==> src/hw/rtl/ffha_ram.sv <==
// Generic single-port synchronous RAM with a registered read.
// No dependencies.
`default_nettype none
module ffha_ram #(
	parameter int WIDTH = 8,
	parameter int DEPTH = 256
) (
	input  wire logic                     clk,
	input  wire logic                     we,
	input  wire logic [$clog2(DEPTH)-1:0] addr,
	input  wire logic [WIDTH-1:0]         wdata,
	output logic      [WIDTH-1:0]         rdata
);
	logic [WIDTH-1:0] mem [DEPTH];

	// One access a cycle: write, or read with data in the next cycle.
	always_ff @(posedge clk) begin
		if (we) begin
			mem[addr] <= wdata;
		end
		rdata <= mem[addr];
	end
endmodule
`default_nettype wire

==> config.mk <==
export PLATFORM = sky130hd
export DESIGN_NAME = ffha_ram
export DESIGN_NICKNAME = d
export VERILOG_FILES = /design/src/hw/rtl/ffha_ram.sv
export SDC_FILE = /design/constraint.sdc
export NUM_CORES = 2
export LEC_CHECK = 0
export ABC_AREA = 0
export BUFFER_PORTS_ARGS = -buffer_cell sky130_fd_sc_hd__buf_2
export CAP_MARGIN = 20
export CORE_ASPECT_RATIO = 2
export CORE_UTILIZATION = 55
export DETAILED_ROUTE_END_ITERATION = 8
export PLACE_DENSITY = 0.71
export SLEW_MARGIN = 10
export SYNTH_ARGS = -nofsm -noshare
export SYNTH_HDL_FRONTEND = slang
export SYNTH_SLANG_ARGS = --single-unit
==> constraint.sdc <==
create_clock -name clk -period 3.21 [get_ports clk]
set_input_delay 0.4815 -clock clk [delete_from_list [all_inputs] [get_ports clk]]
set_output_delay 0.4815 -clock clk [all_outputs]
set_load 0.05 [all_outputs]
# Word level (Yosys, flattened, before mapping)
# Memories as Yosys holds them, arrays and structs flattened. A register that Yosys moved wholly into a read port is not among the register bits.
# Index checks and enable logic that the tools add are counted.
[totals] ff_bits=0 latch_bits=0 mem_bits_rw=2048 mem_bits_ro=0 in_bits=18 out_inout_bits=8 wordCells=3 n_memories=1
[classes] n_addsub=0 n_mul=0 n_div=0 magnitude_cmp=0 eq_ne=0 shifts=0 muxes=2 n_bitwise=0 reduce_logical=0
[memory_table] name="mem" depth=256 word_bits=8 rd=1 rd_ports_with_merged_regs=1 write_ports=1 line_no="14" text="logic [WIDTH-1:0] mem [DEPTH];"
[ops] operator="$mux W1" count=2

# Longest topological paths before layout
[logic_depth] word_depth=2 mapped_depth=10 mapped_depth_nobuf=5

# Least setup slack after synthesis
# No wires, ideal clock.
[synth_path] kind="input port to flip-flop" startpoint="input port addr[1]" endpoint="memory mem[111][0] (enable)" setup_ns=0.370 arrival_time_ns=2.330 required_time_ns=2.840 setup_slack_ns=0.510 path_stages=9 path_buffers=5 path_cell_list="buf_2 clkbuf_1 clkbuf_1 nand2_1 buf_2 nor2_1 nand2_1 clkbuf_1 nor2_1"
[synth_lines] item="start, declared" line_no="10" text="input wire logic [$clog2(DEPTH)-1:0] addr,"
[synth_lines] item="end, declared" line_no="14"
# Straight into the memory's write port.

==> results.cfg <==
[floorplan]
chipWidth_um = 269
die_area_mm2 = 0.144
start_util = 0.556
fp.dieH_um = 536
rows = 195
core_mm2 = 0.141
io-pin-count = 26

[clock_tree]
clkTransAtPathRegs_ns = 0.07
post_cts.repair.setup_buffers = 0
cts_tree = done
cts.path.max_buffers = 4
cts.sinks = 2056
cts_buffers = 168
root_buffer = clkbuf_16
h-tree-depth = 4
insertion_delay_ns = 0.82

[setup_path]
r2r_slack_ns = 0.32
path_buf_inv = 5
path_delay_family = compound AO/OA/AOI/OAI gates
crit_cells = 10
worst_ep_required_time_ns = 3.87
critPathLaunchType = input pin
worstSetupEndpoint = rdata[4]$_DFF_P_
critPathArrivalTime_ns = 3.68
endpoint_kind = flip-flop
reg2regPathDepth = 6
worstReg2RegEnd = rdata[4]$_DFF_P_
cp_slowest_stage_delay_ns = 0.98
rr_startpoint = mem[135][4]$_DFFE_PP_
worstSetupPathType = in2reg
cp_max_fo = 21
path_cells = buf_8 > buf_12 > buf_12 > buf_4 > mux4_2 > a22oi_1 > a21oi_1 > o41ai_1 > buf_4 > nand4_1
startpoint = addr[0]
slowest_stage = o41ai_1

[yosys]
yosysUniqueCellTypes = 22
yosysSeqAreaShare = 0.786
synth.cell_area_mm2 = 0.0785
yosysWarnings = 0
yosys_most_used_dff = edfxtp_1
synth.top_cells.by_count = 2,048 x edfxtp_1, 512 x mux4_2, 256 x a22oi_1
yosys.area.top_type = edfxtp_1
ys_ff_latch = 2056
synth_edf_count = 2048
yosys-top-cells-area = edfxtp_1 78%, mux4_2 15%, a22oi_1 2.4%
syn_inst = 3547
yosysMostFrequentCell = edfxtp_1
synth.top_cell.area_share = 0.783
syn_avg_cell_area_um2 = 22.1
async_flop_share = 0
synth.net_count = 3565

[sta]
rsz0062_at_grt = no
fin_crit_sh = 0.942
fin_tns_setup_ns = 0
drv_slew = 0
setup_viol_count_final = 0
hold_violations = 0
fmax_ghz = 0.331
skew_ns = 0.0372
fin_crit_ns = 3.02
max_slew.worst_pin.slew_ns = 1.11
whs_ns = 0.0917
relSlewSlack = 0.251

[drt]
routed_wl_um = 195000
drc = 0
drt_pass1_iterations = 6
viasPerCell = 6.45
vias = 39400
wl_per_cell_um = 31.9
drt_iter0_drc = 3807
ant_nets = 0

[global_routing]
grt_use_total = 0.274
grt_overflow_total = 0
grt_pass1_wl_um = 282000
antenna_found_initial = 4
grt_max_degree = 157
first_global_vias = 41000

[placed_design]
gp_congestion = 0.921
dp.cells = 5808
io_buffers = 25
hpwlAfterDp_um = 128000

[cells_and_area]
drive_gt1_frac = 0.326
finalNonFillerCells = 6105
fin_nets = 4126
area_growth_pct = 15.4
final_core_util = 0.641

[power]
p_leak_uw = 0.0287
p_per_area_mw_per_mm2 = 586
vdd_drop_max_mv = 0.421

[run_status]
status = finished clean

[min_path]
hp-class = in2reg

[run]
drv_cap = 0
where the power goes:
group          internal (uW)  switching (uW)
logic                   1070            1750
registers              29600            36.7
clock network          11500            9140
total                  42100           10900
cell families (layout without fill, tap and decap cells):
family,after synthesis,count (layout),synth area share
buf+inv,233,918,0.0140
other cells,0,2,0
compound gates,416,416,0.0362
flops,2056,2056,0.786
mux,512,512,0.147
simple gates,330,330,0.0173
routing by layer:
layer  global-route usage  vias up  routed length, um
met5                    0        -                 28
met4                0.181        4              14600
met3               0.0324      507              12000
met2                0.495     1802             105000
met1                0.303    20900              63000
li1                     -    16100                  -
how the worst min path moves through the flow:
stage | from | end | slack, ns | cells after the start
floorplan | wdata[0] | mem[0][0]$_DFFE_PP_ | 0.58 | 0
global placement | wdata[5] | mem[114][5]$_DFFE_PP_ | 0.73 | 1
detailed placement | wdata[5] | mem[114][5]$_DFFE_PP_ | 0.73 | 1
CTS | wdata[2] | mem[143][2]$_DFFE_PP_ | 0.06 | 1
global route | wdata[2] | mem[169][2]$_DFFE_PP_ | 0.09 | 1
finish | wdata[2] | mem[168][2]$_DFFE_PP_ | 0.09 | 1
placed cells by master, fill, tap and decap left out, types with 30 or more instances in the layout:
cell	n
nor3_1	30
a21oi_1	128
buf_12	50
clkbuf_16	174
nor2_1	231
buf_4	547
o41ai_1	31
clkinv_1	33
edfxtp_1	2048
mux4_2	512
a22oi_1	256
metrics by stage:
stage / total power (uW) / cell area, um^2 / setup WS (ns)
2_1_floorplan: 31600 / 78500 / 0.510
3_3_place_gp: 32900 / 85100 / -0.556
3_5_place_dp: 33000 / 85100 / -0.551
4_1_cts: 53300 / 90500 / 0.182
5_1_grt: 54200 / 90500 / 0.167
6_report: 53100 / 90500 / 0.187
state kept, by name (all words and copies together), names as in the netlist:
name	cells
rdata	8
mem	2048
final cells by class:
cell class,instances,area (um^2)
flip-flops and latches,2056,61700
fillers,9041,50700
multi-input cells,1258,15800
repair buffers,623,5330
clock buffers,203,4480
well taps,1871,2340
clock inverters,91,945
diodes,2,5.00
inverters,1,3.75
repair_timing:
item                                    CTS  global route
endpoints found under the setup margin    0             0
hold buffers                              1             0
gates resized for setup                   0             0
endpoints found under the hold margin     1             0
(Power assumes the default switching activity.)
